$ cat config.mk
export PLATFORM = sky130hd
export DESIGN_NAME = pbc_queue
export DESIGN_NICKNAME = d
export VERILOG_FILES = /design/src/rtl/pbc_pkg.sv /design/src/rtl/pbc_queue.sv
export SDC_FILE = /design/constraint.sdc
export NUM_CORES = 1
export LEC_CHECK = 0
export BUFFER_PORTS_ARGS = -buffer_cell sky130_fd_sc_hd__buf_2
export CAP_MARGIN = 20
export CORE_MARGIN = 2
export CORE_UTILIZATION = 50
export CTS_BUF_LIST = sky130_fd_sc_hd__clkbuf_4
export CTS_CLUSTER_SIZE = 16
export DETAILED_ROUTE_END_ITERATION = 8
export GPL_ROUTABILITY_DRIVEN = 0
export PLACE_DENSITY = 0.8
export SLEW_MARGIN = 20
export SYNTH_ARGS = -nofsm -noshare
export SYNTH_HDL_FRONTEND = slang
export SYNTH_SLANG_ARGS = --single-unit
$ cat constraint.sdc
create_clock -name clk_i -period 17.1 [get_ports clk_i]
set_input_delay 0.855 -clock clk_i [delete_from_list [all_inputs] [get_ports clk_i]]
set_output_delay 0.855 -clock clk_i [all_outputs]
set_load 0.005 [all_outputs]
$ cat src/rtl/pbc_pkg.sv
// ----------------------------------------------------------------------------
// pbc_pkg
// Shared types and constants of the partitioned byte cache.
// ----------------------------------------------------------------------------
`default_nettype none

package pbc_pkg;

  localparam int KEY_W   = 64;
  localparam int SIZE_W  = 36;
  localparam int SID_W   = 3;
  localparam int HINT_W  = 16;
  localparam int PC_W    = 3;
  localparam int MODE_W  = 2;
  localparam int CNT_W   = 32;
  localparam int EV_W    = 9;
  localparam int HENT_W  = 7;
  localparam int HOME_W  = 4;
  localparam int CADDR_W = 2;

  typedef enum logic [CADDR_W-1:0] {
    CFG_CAPACITY   = 2'd0,
    CFG_PART_COUNT = 2'd1,
    CFG_MODE       = 2'd2,
    CFG_PAGE_FILL  = 2'd3
  } cfg_reg_e;

  localparam logic [MODE_W-1:0] MODE_LRU = 2'd1;
  localparam logic [MODE_W-1:0] MODE_MRU = 2'd2;

  typedef struct packed {
    logic [PC_W-1:0]   part_n;
    logic [MODE_W-1:0] mode;
    logic              fill_en;
  } pbc_cfg_t;

  typedef struct packed {
    logic [KEY_W-1:0]  key;
    logic [SIZE_W-1:0] size;
    logic [SIZE_W-1:0] cap;
    logic [SID_W-1:0]  sid;
    logic [HOME_W-1:0] home;
  } pbc_item_t;

  typedef struct packed {
    logic [KEY_W-1:0]  key;
    logic [SIZE_W-1:0] size;
  } pbc_entry_t;

endpackage

`default_nettype wire

$ cat src/rtl/pbc_queue.sv
// ----------------------------------------------------------------------------
// pbc_queue
// Two-entry item queue between the front and the back.
// ----------------------------------------------------------------------------
`default_nettype none

module pbc_queue import pbc_pkg::*; (
  input  wire logic      clk_i,
  input  wire logic      rst_ni,
  input  wire logic      push_valid_i,
  output logic           push_ready_o,
  input  wire pbc_item_t push_item_i,
  output logic           pop_valid_o,
  input  wire logic      pop_ready_i,
  output pbc_item_t      pop_item_o
);

  pbc_item_t  mem_q [2];
  logic       wp_q, wp_d, rp_q, rp_d;
  logic [1:0] cnt_q, cnt_d;
  logic       push, pop;

  assign push_ready_o = (cnt_q != 2'd2);
  assign pop_valid_o  = (cnt_q != 2'd0);
  assign pop_item_o   = mem_q[rp_q];
  assign push         = push_valid_i && push_ready_o;
  assign pop          = pop_valid_o && pop_ready_i;

  always_comb begin
    wp_d  = push ? ~wp_q : wp_q;
    rp_d  = pop ? ~rp_q : rp_q;
    cnt_d = cnt_q + {1'b0, push} - {1'b0, pop};
  end

  always_ff @(posedge clk_i or negedge rst_ni) begin
    if (!rst_ni) begin
      wp_q  <= 1'b0;
      rp_q  <= 1'b0;
      cnt_q <= '0;
    end else begin
      wp_q  <= wp_d;
      rp_q  <= rp_d;
      cnt_q <= cnt_d;
    end
  end

  always_ff @(posedge clk_i) begin
    if (push) begin
      mem_q[wp_q] <= push_item_i;
    end
  end

endmodule

`default_nettype wire

==> flow_summary.ini, run 1 <==
[sta]
hold_slack_ps = 390
finalCritPeriodShare_pct = 21.3
rsz0062_at_grt = false
setup_tns_ps = 0
finalSetupViolCount = 0
worst_pin_slew_ps = 1100
slew_headroom_pct = 26.6
maxSlewViolCount = 0
fmax_mhz = 275
finClkSkew_ps = 27.6
finalHoldViolations = 0
period_needed_ps = 3630

[yosys]
synth.distinct_cells = 16
netlist_top_cells_count = 286 x edfxtp_1, 83 x mux2_2, 60 x mux2_4
synth_area_leaders = edfxtp_1 80%, mux2_2 8.7%, mux2_4 8.4%
synth_top_flop_cell = edfxtp_1
yosysSeqAreaShare_pct = 80.8
synth.most_common_cell = edfxtp_1
syn-num-nets = 611
synth_edf_count = 286
ys_async_sr_fraction_pct = 1.38
yosysWarningCount = 0
ys_ff_latch = 290
syn_avg_cell_area_um2 = 23.3
synthCells = 462
netlist_area_mm2 = 0.0108
synth_top_area_share_pct = 79.9
yosys.area.top_type = edfxtp_1

[drt]
ant_nets = 0
routed_via_density = 4.91
num_vias = 5656
drc = 0
drtIter0Drc = 207
routedWlPerCell_um = 17.0
routed_wl_mm = 19.6
drt-pass1-iter-count = 4

[layout]
fin_cells = 1153
fillCellCount = 1528
final_cell_area_mm2 = 0.0134
final-seq-area_mm2 = 0.00869
fin_nets = 968
drive_gt1_share_pct = 63.1
syn_to_final_growth_pct = 24.9
multi_input_area_mm2 = 0.00194

[worst_setup_path]
max_stage_delay_ps = 840
cp_slowest_cell = buf_4
worstSetupPathType = flop to output pin
worstPathRequired_ps = 16250
crit-reg2reg-launch = cnt_q[1]$_DFF_PN0_
startpoint = rp_q$_DFFE_PN0P_
crit_family = buffers and inverters
critical_path_buf_inv_count = 2
critPathCaptureType = output pin
crit_cells = 3
crit_path_cell_trace = buf_4, mux2_2, buf_2
reg2reg_slack_ps = 14330
crit_end = pop_item_o[2]
r2r_end = mem_q[1][26]$_DFFE_PP_
worstPathMaxFanout = 70
start_kind = flop
worstPathArrival_ps = 2780
rr_worst_depth = 3

[grt]
grt_pass1_wl_mm = 28.8
grt_max_degree = 84
antenna_found_initial = 10
grt_pass1_vias = 5919
use_met3_pct = 7.55
grt_busiest_layer = met2
grt_usage_pct = 16.7
use_met1_pct = 17.9
overflow = 0
met2_usage_pct = 28.1

[clock_network]
cts_num_sinks = 290
cts.reportedPaths.clkPinSlew_ps = 70
htreeDepth = 3
clk_latency_ps = 640
clock_path_buffers = 3
cts_tree = yes
ctsResizeCount = 0
cts_buffers = 74
cts_root_buf = clkbuf_4

[floorplan]
start_util_pct = 51.0
core_area_mm2 = 0.0211
die_h_um = 151
ios = 292
die_w_um = 151
die-area_mm2 = 0.0227
fp-row-count = 53

[run_status]
status = finished clean

[placed_design]
placedCellCount = 1017
io_buffers = 291
dpl_cell_area_mm2 = 0.0125
place_hpwl_mm = 12.7

[power]
ir_drop_v = 0.000151
power.total_mw = 2.21
power.leakage_nw = 5.28
power_density_mw_per_mm2 = 165

[flow_run]
drv_cap = 0

[min_path]
holdCritPathClass = input port to flop
==> placed cells by master, fill, tap and decap left out, types with 2 or more instances in the layout <==
cell type	count
buf_2	291
edfxtp_1	286
clkbuf_4	100
mux2_2	83
mux2_4	60
clkinv_1	22
diode_2	5
clkinv_2	4
buf_4	4
xnor2_1	3
dfrtp_1	3
ha_1	2
bufinv_16	2
==> per-stage QoR <==
step / setup slack, ps / util, %
finish: 13470 / 63.7
floorplan: 9570 / -
global placement: 13930 / 59.2
CTS: 13380 / 63.6
detailed placement: 13930 / 59.2
global route: 13320 / 63.7
==> sequential cells by signal, summed over array words and instances (netlist names) <==
| register | cells |
|---|---|
| mem_q | 286 |
| wp_q | 1 |
| rp_q | 1 |
| cnt_q | 2 |
==> kinds of logic (layout without fill, tap and decap cells) <==
group         count (synthesis)  after routing  synth area share (%)
mux                         143            143                  17.1
fa+ha+maj                     2              2                 0.233
other cells                   0              5                     0
flops                       290            290                  80.8
buf+inv                      17            428                  1.25
simple gates                  6              6                 0.303
xor+xnor                      4              4                 0.326
==> layout make-up <==
type	count	share of cell area, %
Antenna cell	5	0.0932
Sequential cell	290	64.7
Tap cell	275	2.56
Inverter	1	0.0280
Clock inverter	30	1.30
Multi-Input combinational cell	155	14.5
Clock buffer	100	5.59
Timing Repair Buffer	297	11.2
==> power by group <==
group / leakage [nW] / switching [mW] / internal [mW] / total (mW)
registers: 2.70 / 0.0459 / 0.974 / 1.02
clock network: 0.543 / 0.259 / 0.303 / 0.562
logic: 2.04 / 0.300 / 0.327 / 0.627
total: 5.28 / 0.605 / 1.60 / 2.21
==> worst min path at each step <==
stage	from	to	slack [ps]	cells past startpoint
finish	push_item_i[126]	mem_q[0][126]$_DFFE_PP_	390	1
global placement	cnt_q[0]$_DFF_PN0_	cnt_q[0]$_DFF_PN0_	500	1
floorplan	wp_q$_DFFE_PN0N_	wp_q$_DFFE_PN0N_	460	1
global route	push_item_i[11]	mem_q[0][11]$_DFFE_PP_	320	1
detailed placement	cnt_q[0]$_DFF_PN0_	cnt_q[0]$_DFF_PN0_	560	1
CTS	push_item_i[68]	mem_q[0][68]$_DFFE_PP_	320	1
==> layer usage <==
metal / up-vias / part of all wire, %
met5: - / 0.12
met4: 4 / 2.5
met3: 44 / 10
met2: 265 / 51
met1: 2730 / 36
li1: 2613 / -
==> what timing repair did <==
action,in CTS,in global routing
hold buffers,1,0
endpoints found under the hold margin,4,0
setup buffers,0,0
Note: power is estimated with default switching activity, not from simulation.
==> run 2: changes to the inputs <==
--- a/config.mk
+++ b/config.mk
@@ -8,12 +8,12 @@
 export BUFFER_PORTS_ARGS = -buffer_cell sky130_fd_sc_hd__buf_2
 export CAP_MARGIN = 20
 export CORE_MARGIN = 2
-export CORE_UTILIZATION = 50
+export CORE_UTILIZATION = 49
 export CTS_BUF_LIST = sky130_fd_sc_hd__clkbuf_4
 export CTS_CLUSTER_SIZE = 16
 export DETAILED_ROUTE_END_ITERATION = 8
 export GPL_ROUTABILITY_DRIVEN = 0
-export PLACE_DENSITY = 0.8
+export PLACE_DENSITY = 0.81
 export SLEW_MARGIN = 20
 export SYNTH_ARGS = -nofsm -noshare
 export SYNTH_HDL_FRONTEND = slang
==> constraint.sdc (replaced) <==
create_clock -name clk_i -period 3.2 [get_ports clk_i]
set_input_delay 0.16 -clock clk_i [delete_from_list [all_inputs] [get_ports clk_i]]
set_output_delay 0.16 -clock clk_i [all_outputs]
set_load 0.005 [all_outputs]
==> run 2 against run 1 <==
  * Global-route usage is 3.9 points higher
  * Register-to-register slack worse by 13000 ps
  * Non-clock buffer count is 145 higher
  * Wire length is 22% higher
  * Cell area is 11% higher
  * Largest cell class unchanged
==> flow_summary.ini, run 2 (synthesis gave the netlist of run 1 again) <==
[worst_setup_path]
crit_family = flip-flops
worstPathArrival_ps = 2430
cp_slowest_cell = dfrtp_4
worstPathRequired_ps = 3040
max_stage_delay_ps = 810
worstSetupPathType = flop to output pin
critical_path_buf_inv_count = 2
worstPathMaxFanout = 60
start_kind = flop
crit_path_cell_trace = buf_12, mux2_2, buf_2
critPathCaptureType = output pin

[grt]
grt_pass1_wl_mm = 36.9
overflow = 0
grt_pass1_vias = 7078
grt_max_degree = 144
grt_usage_pct = 20.6
antenna_found_initial = 4

[clock_network]
cts_buffers = 72
cts_setup_buffers = 0
cts_tree = yes
cts_root_buf = clkbuf_4
cts.reportedPaths.clkPinSlew_ps = 70
cts_num_sinks = 290
htreeDepth = 3
clock_path_buffers = 3
postCtsHoldBufs = 147
clk_latency_ps = 640
ctsResizeCount = 0

[sta]
setup_ws_ps = 614
finalHoldViolations = 0
setup_tns_ps = 0
finClkSkew_ps = 42.2
slew_headroom_pct = 43.7
fmax_mhz = 387
finalCritPeriodShare_pct = 80.8
period_needed_ps = 2590
rsz0062_at_grt = false
maxSlewViolCount = 0
finalSetupViolCount = 0
worst_pin_slew_ps = 844

[floorplan]
die-area_mm2 = 0.0231
ios = 292
core_area_mm2 = 0.0217
fp-row-count = 54
die_w_um = 152
die_h_um = 152
start_util_pct = 49.6

[power]
power_density_mw_per_mm2 = 813
power.total_mw = 12.1
ir_drop_v = 0.000530
power.leakage_nw = 5.87

[layout]
final_cell_mix = 291 x buf_2, 286 x edfxtp_1, 147 x dlygate4sd3_1
largest-register = mem_q
fin_nets = 1111
syn_to_final_growth_pct = 38.3
fillCellCount = 1369
reg.largest.list = mem_q: 286 flops, cnt_q: 2 flops
largest_register_ffs = 286
drive_gt1_share_pct = 54.4
fin_cells = 1287
mostFrequentLayoutCell = buf_2

[drt]
routedWlPerCell_um = 18.6
routed_wl_mm = 24.0
ant_nets = 0
drtIter0Drc = 348
drt-pass1-iter-count = 4
routed_via_density = 4.96
num_vias = 6387
drc = 0

[placed_design]
io_buffers = 291
placedCellCount = 1021
place_hpwl_mm = 12.8
dp_slack_ps = 1280

[min_path]
holdCritPathClass = input port to flop

[run_status]
status = finished clean

[flow_run]
drv_cap = 0
-- run 2: cell count changes in the layout (fill, tap and decap cells not counted), sizes merged --
cell         delta
buf             -1
clkinv         -14
clkinvlp        -1
diode           -1
dlygate4sd3   +146
-- run 2: path summary, 6_finish.rpt --
| path | from | to | slack (ps) | depth (start not counted) |
|---|---|---|---|---|
| setup / recovery | rp_q$_DFFE_PN0P_ | pop_item_o[46] | 610 | 3 |
| hold / removal | push_item_i[5] | mem_q[1][5]$_DFFE_PP_ | 240 | 2 |
| setup reg to reg | cnt_q[1]$_DFF_PN0_ | mem_q[0][124]$_DFFE_PP_ | 1270 | 4 |
| hold reg to reg | cnt_q[0]$_DFF_PN0_ | cnt_q[0]$_DFF_PN0_ | 540 | 1 |
| max in group asynchronous | rst_ni | rp_q$_DFFE_PN0P_ | 2530 | 3 |
| min in group asynchronous | rst_ni | cnt_q[0]$_DFF_PN0_ | 460 | 3 |
-- run 2: per-stage QoR --
step                util (%)  cell area [um^2]  hold WS (ps)
detailed placement      57.7             12500         -27.9
CTS                     68.5             14900           175
global placement        57.7             12500         -28.6
finish                  68.5             14900           242
global route            68.5             14900           162
floorplan                  -             10800          -136
-- run 2: final cells by class --
| type | count | area [um^2] | area share (%) |
|---|---|---|---|
| well taps | 280 | 350 | 2.36 |
| flip-flops and latches | 290 | 8690 | 58.5 |
| repair buffers | 442 | 3010 | 20.2 |
| clock buffers | 100 | 751 | 5.05 |
| diodes | 4 | 10.0 | 0.0673 |
| multi-input cells | 155 | 1940 | 13.1 |
| clock inverters | 15 | 110 | 0.741 |
| inverters | 1 | 3.75 | 0.0253 |
-- run 2: power breakdown --
group          leakage, nW  internal (mW)  switching [mW]
clock                0.514           1.59            1.40
sequential            2.70           5.21           0.324
combinational         2.66           1.89            1.67
total                 5.87           8.69            3.40
-- run 2: per-layer routing --
| metal | GRT usage [%] | wire, um |
|---|---|---|
| met2 | 37.0 | 13000 |
| met1 | 21.9 | 8550 |
| met5 | 0 | 0 |
| met4 | 9.70 | 721 |
| met3 | 6.73 | 1740 |
-- run 2: worst register-to-register path: cells and delay by family, from the launching register on --
family / cells / cell delay (ps)
and+or+nand+nor: 3 / 390
DFF: 1 / 410
buffers and inverters: 1 / 560
