### src/rtl/pbc_pkg.sv
// ----------------------------------------------------------------------------
// pbc_pkg
// Shared types and constants of the partitioned byte cache.
// ----------------------------------------------------------------------------
`default_nettype none

package pbc_pkg;

  localparam int KEY_W   = 64;
  localparam int SIZE_W  = 36;
  localparam int SID_W   = 3;
  localparam int HINT_W  = 16;
  localparam int PC_W    = 3;
  localparam int MODE_W  = 2;
  localparam int CNT_W   = 32;
  localparam int EV_W    = 9;
  localparam int HENT_W  = 7;
  localparam int HOME_W  = 4;
  localparam int CADDR_W = 2;

  typedef enum logic [CADDR_W-1:0] {
    CFG_CAPACITY   = 2'd0,
    CFG_PART_COUNT = 2'd1,
    CFG_MODE       = 2'd2,
    CFG_PAGE_FILL  = 2'd3
  } cfg_reg_e;

  localparam logic [MODE_W-1:0] MODE_LRU = 2'd1;
  localparam logic [MODE_W-1:0] MODE_MRU = 2'd2;

  typedef struct packed {
    logic [PC_W-1:0]   part_n;
    logic [MODE_W-1:0] mode;
    logic              fill_en;
  } pbc_cfg_t;

  typedef struct packed {
    logic [KEY_W-1:0]  key;
    logic [SIZE_W-1:0] size;
    logic [SIZE_W-1:0] cap;
    logic [SID_W-1:0]  sid;
    logic [HOME_W-1:0] home;
  } pbc_item_t;

  typedef struct packed {
    logic [KEY_W-1:0]  key;
    logic [SIZE_W-1:0] size;
  } pbc_entry_t;

endpackage

`default_nettype wire

### src/rtl/pbc_front.sv
// ----------------------------------------------------------------------------
// pbc_front
// Accepts items, divides capacity and size by the partition count and
// reduces the hint to a home partition, one quotient bit per cycle.
// ----------------------------------------------------------------------------
`default_nettype none

module pbc_front import pbc_pkg::*; (
  input  wire logic                     clk_i,
  input  wire logic                     rst_ni,
  input  wire logic                     in_valid_i,
  output logic                          in_ready_o,
  input  wire logic signed [KEY_W-1:0]  tag_key_i,
  input  wire logic        [SIZE_W-1:0] size_bytes_i,
  input  wire logic        [SID_W-1:0]  stream_id_i,
  input  wire logic signed [HINT_W-1:0] partition_hint_i,
  input  wire logic        [SIZE_W-1:0] capacity_i,
  input  wire pbc_cfg_t                 cfg_i,
  output logic                          item_valid_o,
  input  wire logic                     item_ready_i,
  output pbc_item_t                     item_o
);

  typedef enum logic [2:0] {
    F_IDLE = 3'b001,
    F_DIV  = 3'b010,
    F_PUSH = 3'b100
  } front_state_e;

  localparam logic [5:0] LAST_STEP = 6'(SIZE_W - 1);

  front_state_e state_q, state_d;
  logic [5:0]        step_q, step_d;
  logic [KEY_W-1:0]  key_q, key_d;
  logic [SID_W-1:0]  sid_q, sid_d;
  logic [SIZE_W-1:0] size_q, size_d;
  logic              neg_q, neg_d;
  logic [SIZE_W-1:0] cap_dv_q, cap_dv_d, size_dv_q, size_dv_d, hint_dv_q, hint_dv_d;
  logic [PC_W-1:0]   cap_r_q, cap_r_d, size_r_q, size_r_d, hint_r_q, hint_r_d;
  logic [HINT_W:0]   hint_x, hint_mag;
  logic [PC_W-1:0]   home_w;

  function automatic logic [PC_W+SIZE_W-1:0] div_step(logic [SIZE_W-1:0] dv,
                                                      logic [PC_W-1:0] rem,
                                                      logic [PC_W-1:0] n);
    logic [PC_W:0] r;
    logic          q;
    r = {rem, dv[SIZE_W-1]};
    q = (r >= {1'b0, n});
    if (q) begin
      r = r - {1'b0, n};
    end
    return {r[PC_W-1:0], dv[SIZE_W-2:0], q};
  endfunction

  assign hint_x   = {partition_hint_i[HINT_W-1], partition_hint_i};
  assign hint_mag = partition_hint_i[HINT_W-1] ? ((HINT_W+1)'(0) - hint_x) : hint_x;

  always_comb begin
    if (hint_r_q == '0) begin
      home_w = '0;
    end else if (neg_q) begin
      home_w = cfg_i.part_n - hint_r_q;
    end else begin
      home_w = hint_r_q;
    end
  end

  assign in_ready_o        = (state_q == F_IDLE);
  assign item_valid_o      = (state_q == F_PUSH);
  assign item_o.key        = key_q;
  assign item_o.size       = cfg_i.fill_en ? size_dv_q : size_q;
  assign item_o.cap        = cap_dv_q;
  assign item_o.sid        = sid_q;
  assign item_o.home       = HOME_W'(home_w);

  always_comb begin
    state_d   = state_q;
    step_d    = step_q;
    key_d     = key_q;
    sid_d     = sid_q;
    size_d    = size_q;
    neg_d     = neg_q;
    cap_dv_d  = cap_dv_q;
    size_dv_d = size_dv_q;
    hint_dv_d = hint_dv_q;
    cap_r_d   = cap_r_q;
    size_r_d  = size_r_q;
    hint_r_d  = hint_r_q;
    unique case (state_q)
      F_IDLE: begin
        if (in_valid_i) begin
          key_d     = tag_key_i;
          sid_d     = stream_id_i;
          size_d    = size_bytes_i;
          neg_d     = partition_hint_i[HINT_W-1];
          cap_dv_d  = capacity_i;
          size_dv_d = size_bytes_i;
          hint_dv_d = SIZE_W'(hint_mag);
          cap_r_d   = '0;
          size_r_d  = '0;
          hint_r_d  = '0;
          step_d    = '0;
          state_d   = F_DIV;
        end
      end
      F_DIV: begin
        {cap_r_d, cap_dv_d}   = div_step(cap_dv_q, cap_r_q, cfg_i.part_n);
        {size_r_d, size_dv_d} = div_step(size_dv_q, size_r_q, cfg_i.part_n);
        {hint_r_d, hint_dv_d} = div_step(hint_dv_q, hint_r_q, cfg_i.part_n);
        step_d = step_q + 6'd1;
        if (step_q == LAST_STEP) begin
          state_d = F_PUSH;
        end
      end
      F_PUSH: begin
        if (item_ready_i) begin
          state_d = F_IDLE;
        end
      end
      default: state_d = F_IDLE;
    endcase
  end

  always_ff @(posedge clk_i or negedge rst_ni) begin
    if (!rst_ni) begin
      state_q <= F_IDLE;
      step_q  <= '0;
    end else begin
      state_q <= state_d;
      step_q  <= step_d;
    end
  end

  always_ff @(posedge clk_i) begin
    key_q     <= key_d;
    sid_q     <= sid_d;
    size_q    <= size_d;
    neg_q     <= neg_d;
    cap_dv_q  <= cap_dv_d;
    size_dv_q <= size_dv_d;
    hint_dv_q <= hint_dv_d;
    cap_r_q   <= cap_r_d;
    size_r_q  <= size_r_d;
    hint_r_q  <= hint_r_d;
  end

endmodule

`default_nettype wire

### config.mk
export PLATFORM = sky130hd
export DESIGN_NAME = pbc_front
export DESIGN_NICKNAME = d
export VERILOG_FILES = /design/src/rtl/pbc_pkg.sv /design/src/rtl/pbc_front.sv
export SDC_FILE = /design/constraint.sdc
export NUM_CORES = 1
export LEC_CHECK = 0
export ABC_AREA = 1
export ABC_CLOCK_PERIOD_IN_PS = 5100
export BUFFER_PORTS_ARGS = -buffer_cell sky130_fd_sc_hd__buf_4
export CAP_MARGIN = 5
export CORE_UTILIZATION = 51
export DETAILED_ROUTE_END_ITERATION = 10
export GPL_TIMING_DRIVEN = 1
export HOLD_SLACK_MARGIN = 0.03
export PLACE_DENSITY = 0.84
export SYNTH_ARGS = -nofsm -noshare
export SYNTH_HDL_FRONTEND = slang
export SYNTH_SLANG_ARGS = --single-unit
### constraint.sdc
create_clock -name clk_i -period 5.1 [get_ports clk_i]
set_input_delay 0.255 -clock clk_i [delete_from_list [all_inputs] [get_ports clk_i]]
set_output_delay 0.255 -clock clk_i [all_outputs]
set_load 0.005 [all_outputs]
==> impl_metrics.py, run 1 <==
metrics = {
    "clock_tree": {
        "number_of_clock_sinks": 230,
        "htree_levels": 1,
        "clock_tree.buffer_depth": 3,
        "tritoncts_clock_tree": "yes",
        "tritoncts.num_buffers": 24,
        "root_buffer": "sky130_fd_sc_hd__clkbuf_16",
        "insertion_delay_ns": 0.54,
        "cts_setup_buffers": 0,
        "clk_transition_reported_paths_ns": 0.06,
    },
    "detailed_routing": {
        "antenna_violating_nets_left": 0,
        "vias_per_cell": 5.301,
        "vias": 7919,
        "initial_drt_markers": 498,
        "first_pass_iters": 6,
        "detail_route.drc_violations": 0,
        "routedWlPerCell_um": 20.31,
        "wirelength_um": 30350,
    },
    "die": {
        "start_util_pct": 52.90,
        "die_width_um": 139.7,
        "num_ports": 310,
        "core_area_sq_mm": 0.01827,
        "die_area_sq_mm": 0.01951,
        "die-height_um": 139.7,
        "core_rows": 49,
    },
    "global_routing": {
        "grt_max_degree": 76,
        "grt_pass1_wl_um": 44930,
        "grt_antenna_before_repair": 0,
        "grt_util_met1_pct": 34.67,
        "track_usage_pct": 30.85,
        "vias_in_the_first_global_route": 8189,
        "grt_overflow_total": 0,
        "global_route.usage.met2_pct": 55.81,
        "groute.layer.met3.usage_pct": 6.401,
        "busiest_layer": "met2",
    },
    "power_and_ir_drop": {
        "power.leakage_nw": 6.298,
        "ir_drop_mv": 0.4094,
        "overall_power_mw": 6.924,
        "power.density_mw_per_mm2": 484.0,
    },
    "sta": {
        "clock_skew_ns": 0.03476,
        "hold_ws_ns": 0.04476,
        "final.min_clock_period_ns": 2.847,
        "min_period_over_period_pct": 55.83,
        "slew_headroom_pct": 33.69,
        "rsz0062_at_grt": "false",
        "worstMarginPinSlew_ns": 0.9947,
        "setup_total_negative_slack_ns": 0,
        "timing.final.max_slew_violations": 0,
        "setup_ws_ns": 2.253,
        "hold_viol": 0,
        "fmax_mhz": 351.2,
        "setup-violations-final": 0,
    },
    "yosys": {
        "netlist-cell-type-count": 31,
        "post_synth.cell_area_avg_sq_um": 11.98,
        "post_synth_instance_area_sq_mm": 0.009666,
        "netlist.area_leader.share_pct": 68.66,
        "ys_seq_elements": 230,
        "synth.largest_area_cell": "sky130_fd_sc_hd__edfxtp_1",
        "synth.net_count": 988,
        "synth_cells": 807,
        "synth.area.top_cells": "sky130_fd_sc_hd__edfxtp_1 69%, sky130_fd_sc_hd__nand2_1 11%, sky130_fd_sc_hd__mux2_2 4.0%, sky130_fd_sc_hd__inv_1 2.6%, sky130_fd_sc_hd__dfrtp_1 2.1%",
        "synth_sequential_area_ratio_pct": 71.00,
        "ys.warnings.count": 0,
    },
    "cells_and_area": {
        "number_of_standard_cells_in_the_final_layout_excluding_fillers": 1494,
        "final_layout_size_suffix_gt1_share_pct": 30.85,
        "synthToLayoutAreaGrowth_pct": 48.00,
        "finish.utilization_pct": 78.30,
        "post-route-cell-area_sq_mm": 0.01431,
        "design.final.nets": 1430,
    },
    "setup_path": {
        "cp_slowest_cell": "sky130_fd_sc_hd__buf_4",
        "reg2reg_from": "state_q[2]",
        "timing.critical_path.max_delay_family": "buffers and inverters",
        "worst_ep_arrival_time_ns": 3.18,
        "timing.critical_path.fanout_max": 70,
        "timing.critical_path.from_type": "flip-flop",
        "path_cells": "inv_1, nand3_4, clkinv_2, buf_4, o21ai_0, a21oi_1",
        "critPathMaxStageDelay_ns": 0.68,
        "cp_data_required_time_ns": 5.44,
        "timing.critical_path.to_type": "flip-flop",
        "path_buf_inv": 3,
        "worst-setup-path-type": "reg2reg",
        "crit_path_start": "state_q[2]",
    },
    "placement": {
        "hpwlAfterDp_um": 16920,
        "placement.io_buffers": 306,
        "preCtsSetupSlack_ns": 2.222,
        "placed_cell_area_sq_mm": 0.01216,
        "globalplace.congestion": 0.8469,
        "placed_cells": 1318,
    },
    "job": {
        "drv.max_cap_violation_count": 0,
    },
    "hold_path": {
        "min_path_type": "in2reg",
        "min-delay-start": "capacity_i[2]",
    },
    "run_status": {
        "outcome": "finished clean",
    },
}
-- per-layer routing --
metal  routed length (um)  part of all wire [%]
met1                10790                    36
met2                15840                    52
met3                 2294                   7.6
met4                 1426                   4.7
met5                    0                     0
-- kinds of logic (layout without fill, tap and decap cells) --
group	after synthesis	in the layout	share of synthesized area [%]
mux	35	35	4.065
flops	230	230	71.00
compound gates	45	45	2.460
other cells	1	2	0.03880
xor+xnor	5	5	0.4531
buf+inv	96	553	4.091
fa+ha+maj	16	16	2.382
simple gates	379	379	15.51
-- cells in the mapped netlist --
cell type	n
sky130_fd_sc_hd__o32ai_1	1
sky130_fd_sc_hd__o211ai_1	2
sky130_fd_sc_hd__conb_1	1
sky130_fd_sc_hd__dfrtp_1	8
sky130_fd_sc_hd__o21bai_1	1
sky130_fd_sc_hd__a31oi_1	1
sky130_fd_sc_hd__xor2_1	5
sky130_fd_sc_hd__buf_2	22
sky130_fd_sc_hd__dfstp_2	1
sky130_fd_sc_hd__inv_2	1
sky130_fd_sc_hd__nand2_1	292
sky130_fd_sc_hd__nor2_1	44
sky130_fd_sc_hd__o21ai_1	2
sky130_fd_sc_hd__buf_4	2
sky130_fd_sc_hd__mux2_2	34
sky130_fd_sc_hd__nand3_2	1
sky130_fd_sc_hd__clkbuf_1	4
sky130_fd_sc_hd__edfxtp_1	221
sky130_fd_sc_hd__a21oi_1	12
sky130_fd_sc_hd__nand3_1	30
sky130_fd_sc_hd__nand4_1	4
sky130_fd_sc_hd__or2_2	4
sky130_fd_sc_hd__ha_1	12
sky130_fd_sc_hd__inv_1	66
sky130_fd_sc_hd__nor3_2	1
sky130_fd_sc_hd__nor3_1	2
sky130_fd_sc_hd__fa_1	4
sky130_fd_sc_hd__nand3b_1	1
sky130_fd_sc_hd__o21ai_0	26
sky130_fd_sc_hd__buf_1	1
sky130_fd_sc_hd__mux2i_1	1
-- timing repair --
item	in CTS	in global routing
hold endpoints to repair	175	0
resized for setup	0	0
setup endpoints to repair	0	0
hold buffers	134	0
-- layout make-up --
cell class	count	area, sq um
Fill cell	1021	3965
Tap cell	229	286.5
Clock buffer	34	678.2
Inverter	67	255.2
Antenna cell	1	2.502
Timing Repair Buffer	445	3676
Sequential cell	230	6863
Clock inverter	7	121.4
Multi-Input combinational cell	481	2422
-- sequential cells by signal (all words and copies together), names as in the netlist --
| signal | count |
|---|---|
| neg_q | 1 |
| hint_r_q | 3 |
| cap_r_q | 3 |
| size_dv_q | 36 |
| state_q | 3 |
| hint_dv_q | 36 |
| size_q | 36 |
| size_r_q | 3 |
| sid_q | 3 |
| key_q | 64 |
| cap_dv_q | 36 |
| step_q | 6 |
-- tightest hold or removal path, stage by stage --
cell	delay (ns)
sky130_fd_sc_hd__buf_4	0.08
sky130_fd_sc_hd__nand2_1	0.05
sky130_fd_sc_hd__nand2_1	0.06
-- cells in the final DEF (no fill, tap or decap) --
cell,n
sky130_fd_sc_hd__dfrtp_1,8
sky130_fd_sc_hd__nand2_4,1
sky130_fd_sc_hd__mux2_2,34
sky130_fd_sc_hd__clkinv_2,4
sky130_fd_sc_hd__or2_2,4
sky130_fd_sc_hd__nand3b_1,1
sky130_fd_sc_hd__nor3_1,2
sky130_fd_sc_hd__conb_1,1
sky130_fd_sc_hd__inv_1,65
sky130_fd_sc_hd__o21ai_1,2
sky130_fd_sc_hd__o21ai_0,26
sky130_fd_sc_hd__nand3_1,30
sky130_fd_sc_hd__diode_2,1
sky130_fd_sc_hd__clkbuf_1,6
sky130_fd_sc_hd__mux2i_1,1
sky130_fd_sc_hd__ha_1,12
sky130_fd_sc_hd__o211ai_1,2
sky130_fd_sc_hd__xor2_1,5
sky130_fd_sc_hd__nand4_1,4
sky130_fd_sc_hd__nand2_1,291
sky130_fd_sc_hd__bufinv_16,3
sky130_fd_sc_hd__dlygate4sd3_1,134
sky130_fd_sc_hd__o32ai_1,1
sky130_fd_sc_hd__clkbuf_8,4
sky130_fd_sc_hd__nor3_2,1
sky130_fd_sc_hd__buf_4,311
sky130_fd_sc_hd__a31oi_1,1
sky130_fd_sc_hd__nor2_1,44
sky130_fd_sc_hd__nand3_4,1
sky130_fd_sc_hd__clkinv_8,1
sky130_fd_sc_hd__dfstp_2,1
sky130_fd_sc_hd__o21bai_1,1
sky130_fd_sc_hd__a21oi_1,12
sky130_fd_sc_hd__fa_1,4
sky130_fd_sc_hd__edfxtp_1,221
sky130_fd_sc_hd__clkbuf_16,24
sky130_fd_sc_hd__inv_4,1
-- report_power, final --
group / total [mW] / leakage (nW) / internal (mW) / switching (mW)
combinational: 1.93 / 3.69 / 0.798 / 1.13
sequential: 3.19 / 2.21 / 2.89 / 0.296
clock: 1.81 / 0.393 / 1.08 / 0.735
total: 6.92 / 6.30 / 4.76 / 2.16
-- path summary, 6_finish.rpt --
check / to / slack [ns] / depth (start not counted)
max in group asynchronous: state_q[0] / 4.75 / 2
max reg2reg: size_r_q[1] / 2.25 / 6
min reg2reg: step_q[4] / 0.50 / 1
min: cap_dv_q[2] / 0.04 / 3
max: size_r_q[1] / 2.25 / 6
min in group asynchronous: state_q[2] / 0.13 / 2
Power figures use the tool's default switching activity.
==> run 2: changes to the inputs <==
==> config.mk (replaced) <==
export PLATFORM = sky130hd
export DESIGN_NAME = pbc_front
export DESIGN_NICKNAME = d
export VERILOG_FILES = /design/src/rtl/pbc_pkg.sv /design/src/rtl/pbc_front.sv
export SDC_FILE = /design/constraint.sdc
export NUM_CORES = 1
export LEC_CHECK = 0
export ABC_AREA = 0
export ABC_CLOCK_PERIOD_IN_PS = 2600
export BUFFER_PORTS_ARGS = -buffer_cell sky130_fd_sc_hd__buf_4
export CAP_MARGIN = 5
export CORE_UTILIZATION = 46
export DETAILED_ROUTE_END_ITERATION = 10
export GPL_TIMING_DRIVEN = 1
export HOLD_SLACK_MARGIN = 0.03
export PLACE_DENSITY = 0.8
export SYNTH_ARGS = -nofsm -noshare
export SYNTH_HDL_FRONTEND = slang
export SYNTH_SLANG_ARGS = --single-unit
==> constraint.sdc (replaced) <==
create_clock -name clk_i -period 2.6 [get_ports clk_i]
set_input_delay 0.13 -clock clk_i [delete_from_list [all_inputs] [get_ports clk_i]]
set_output_delay 0.13 -clock clk_i [all_outputs]
set_load 0.005 [all_outputs]
==> impl_metrics.py, run 2 <==
metrics = {
    "sta": {
        "timing.final.max_slew_violations": 0,
        "worstMarginPinSlew_ns": 0.8063,
        "slew_headroom_pct": 45.75,
        "fmax_mhz": 418.7,
        "hold_viol": 0,
        "clock_skew_ns": 0.01049,
        "rsz0062_at_grt": "false",
        "final.min_clock_period_ns": 2.388,
        "setup-violations-final": 0,
        "min_period_over_period_pct": 91.85,
    },
    "power_and_ir_drop": {
        "power.density_mw_per_mm2": 937.8,
        "power.leakage_nw": 6.137,
        "ir_drop_mv": 0.7738,
    },
    "yosys": {
        "post_synth_instance_area_sq_mm": 0.009589,
        "synth.area.top_cells": "sky130_fd_sc_hd__edfxtp_1 69%, sky130_fd_sc_hd__nand2_1 9.0%, sky130_fd_sc_hd__mux2_2 4.2%, sky130_fd_sc_hd__dfrtp_1 2.1%, sky130_fd_sc_hd__ha_1 1.6%",
        "synth_sequential_area_ratio_pct": 71.57,
        "synth.cells.most_frequent": "230 x sky130_fd_sc_hd__nand2_1, 221 x sky130_fd_sc_hd__edfxtp_1, 36 x sky130_fd_sc_hd__mux2_2, 24 x sky130_fd_sc_hd__clkbuf_1, 21 x sky130_fd_sc_hd__o21ai_0",
        "netlist.area_leader.share_pct": 69.21,
        "ys.warnings.count": 0,
        "netlist-cell-type-count": 48,
        "synth.largest_area_cell": "sky130_fd_sc_hd__edfxtp_1",
        "post_synth.cell_area_avg_sq_um": 13.51,
        "async_flop_share_pct": 3.913,
        "ys_seq_elements": 230,
        "synth-edff-count": 221,
        "most_common_flop_cell_mapped_by_yosys": "sky130_fd_sc_hd__edfxtp_1",
        "synth_cells": 710,
        "synth.net_count": 891,
        "synth_most_common_cell": "sky130_fd_sc_hd__nand2_1",
    },
    "setup_path": {
        "critPathMaxStageDelay_ns": 0.44,
        "worst_ep_arrival_time_ns": 2.26,
        "cp_data_required_time_ns": 2.47,
        "worst-setup-path-type": "reg2out",
        "timing.critical_path.to_type": "output port",
        "path_cells": "ha_1, fa_1, xor2_1, nand2_1, a211oi_1, a21o_1, buf_4",
        "timing.critical_path.from_type": "flip-flop",
        "cp_slowest_cell": "sky130_fd_sc_hd__edfxtp_1",
        "path_buf_inv": 1,
        "timing.critical_path.fanout_max": 4,
        "timing.critical_path.max_delay_family": "adder cells",
    },
    "cells_and_area": {
        "final_layout_size_suffix_gt1_share_pct": 33.33,
        "largest_reg_flops": 64,
        "design.final.nets": 1358,
        "mostFrequentLayoutCell": "sky130_fd_sc_hd__buf_4",
        "top_register": "key_q",
        "mostFrequentLayoutCells": "310 x sky130_fd_sc_hd__buf_4, 229 x sky130_fd_sc_hd__nand2_1, 221 x sky130_fd_sc_hd__edfxtp_1",
        "synthToLayoutAreaGrowth_pct": 52.30,
        "final.fill_count": 1240,
        "number_of_standard_cells_in_the_final_layout_excluding_fillers": 1465,
        "finish.utilization_pct": 71.71,
    },
    "die": {
        "num_ports": 310,
        "core_rows": 52,
        "start_util_pct": 47.09,
        "core_area_sq_mm": 0.02036,
        "die-height_um": 146.4,
        "die_width_um": 146.4,
        "die_area_sq_mm": 0.02143,
    },
    "detailed_routing": {
        "wirelength_um": 29100,
        "antenna_violating_nets_left": 0,
        "detail_route.drc_violations": 0,
        "routedWlPerCell_um": 19.86,
        "first_pass_iters": 5,
        "initial_drt_markers": 476,
        "vias": 7523,
        "vias_per_cell": 5.135,
    },
    "clock_tree": {
        "tritoncts_clock_tree": "yes",
        "root_buffer": "sky130_fd_sc_hd__clkbuf_16",
        "clk_transition_reported_paths_ns": 0.06,
        "number_of_clock_sinks": 230,
        "cts_setup_buffers": 0,
        "tritoncts.num_buffers": 24,
        "clock_tree.buffer_depth": 3,
        "insertion_delay_ns": 0.52,
        "htree_levels": 1,
    },
    "hold_path": {
        "min_path_type": "in2reg",
    },
    "job": {
        "drv.max_cap_violation_count": 0,
    },
    "global_routing": {
        "grt_max_degree": 115,
        "grt_pass1_wl_um": 43880,
        "track_usage_pct": 27.08,
        "grt_overflow_total": 0,
        "vias_in_the_first_global_route": 7709,
        "grt_antenna_before_repair": 0,
    },
    "placement": {
        "globalplace.congestion": 0.7591,
        "placed_cells": 1266,
        "placement.io_buffers": 306,
        "hpwlAfterDp_um": 16150,
    },
    "run_status": {
        "outcome": "finished clean",
    },
}
run 2: changes by cell type after synthesis, moves of 5 or more:
| cell | change |
|---|---|
| sky130_fd_sc_hd__xor2_1 | +7 |
| sky130_fd_sc_hd__o31ai_1 | +5 |
| sky130_fd_sc_hd__nand2_1 | -62 |
| sky130_fd_sc_hd__nor2b_1 | +6 |
| sky130_fd_sc_hd__inv_1 | -49 |
| sky130_fd_sc_hd__nor2_1 | -24 |
| sky130_fd_sc_hd__clkbuf_1 | +20 |
| sky130_fd_sc_hd__mux2i_1 | +5 |
| sky130_fd_sc_hd__a21oi_1 | -5 |
| sky130_fd_sc_hd__buf_2 | -22 |
| sky130_fd_sc_hd__o21ai_0 | -5 |
| sky130_fd_sc_hd__nand3_1 | -30 |
| sky130_fd_sc_hd__and2_1 | +20 |
run 2: path summary, 6_finish.rpt:
kind | start | end | slack, ns | cells past startpoint
min reg2reg | step_q[5] | step_q[5] | 0.48 | 1
max | hint_r_q[0] | item_o[2] | 0.21 | 7
max reg2reg | state_q[0] | size_dv_q[8] | 0.39 | 6
max in group asynchronous | rst_ni | step_q[2] | 1.68 | 3
min in group asynchronous | rst_ni | state_q[0] | 0.12 | 2
min | partition_hint_i[3] | hint_dv_q[3] | 0.05 | 3
run 2: metrics by stage:
step                power, mW  setup slack [ns]  hold slack, ns  area (sq um)  TNS, ns
floorplan               7.900            -2.210         -0.1656          9610  -259.27
global placement        9.703            0.3934        -0.04020         12250        0
detailed placement      9.825            0.3587        -0.04051         12250        0
CTS                     13.55            0.2106         0.04298         14600        0
global route            14.27           0.08597         0.06887         14600        0
finish                  13.70            0.2119         0.05356         14600        0
run 2: routing by layer:
layer  track usage [%]  wire (um)  share of wire, %  up-vias
met5                 0          0                 0        -
met4             11.46       1186               4.1        0
met3             5.281       2116               7.3       75
met2             47.83      15090                52      377
met1             32.28      10710                37     3633
li1                  -          -                 -     3438
run 2: power by group:
part           leakage [nW]  switching, mW  internal (mW)  total, mW
registers              2.22          0.532           5.62       6.15
logic                  3.53           2.16           1.80       3.96
clock network         0.392           1.44           2.14       3.58
run 2: repair_timing:
item | CTS | global route
hold buffers | 155 | 0
gates resized for setup | 0 | 0
hold endpoints to repair | 201 | 0
run 2: cell families after synthesis:
group                      Yosys count  synth area share, %
AOI/OAI and AO/OA                   53                3.849
other                                1              0.03911
xor gates and xnor gates            16                1.461
muxes                               42                4.854
DFF                                230                71.57
buffers and inverters               47                2.296
and+or+nand+nor                    305                13.53
adders and majority gates           16                2.401
run 2: area by class of cell:
type	count	area [sq um]	share of cell area (%)
Sequential cell	230	6863	46.99
Timing Repair Buffer	471	3999	27.38
Multi-Input combinational cell	433	2529	17.31
Clock buffer	29	640.6	4.387
Tap cell	270	337.8	2.313
Clock inverter	14	161.4	1.105
Inverter	17	71.32	0.4883
Antenna cell	1	2.502	0.01714
run 2: tightest hold or removal path: stages:
cell and delay (ns):
sky130_fd_sc_hd__buf_4 0.10, sky130_fd_sc_hd__xor2_1 0.07, sky130_fd_sc_hd__o21ai_0 0.15
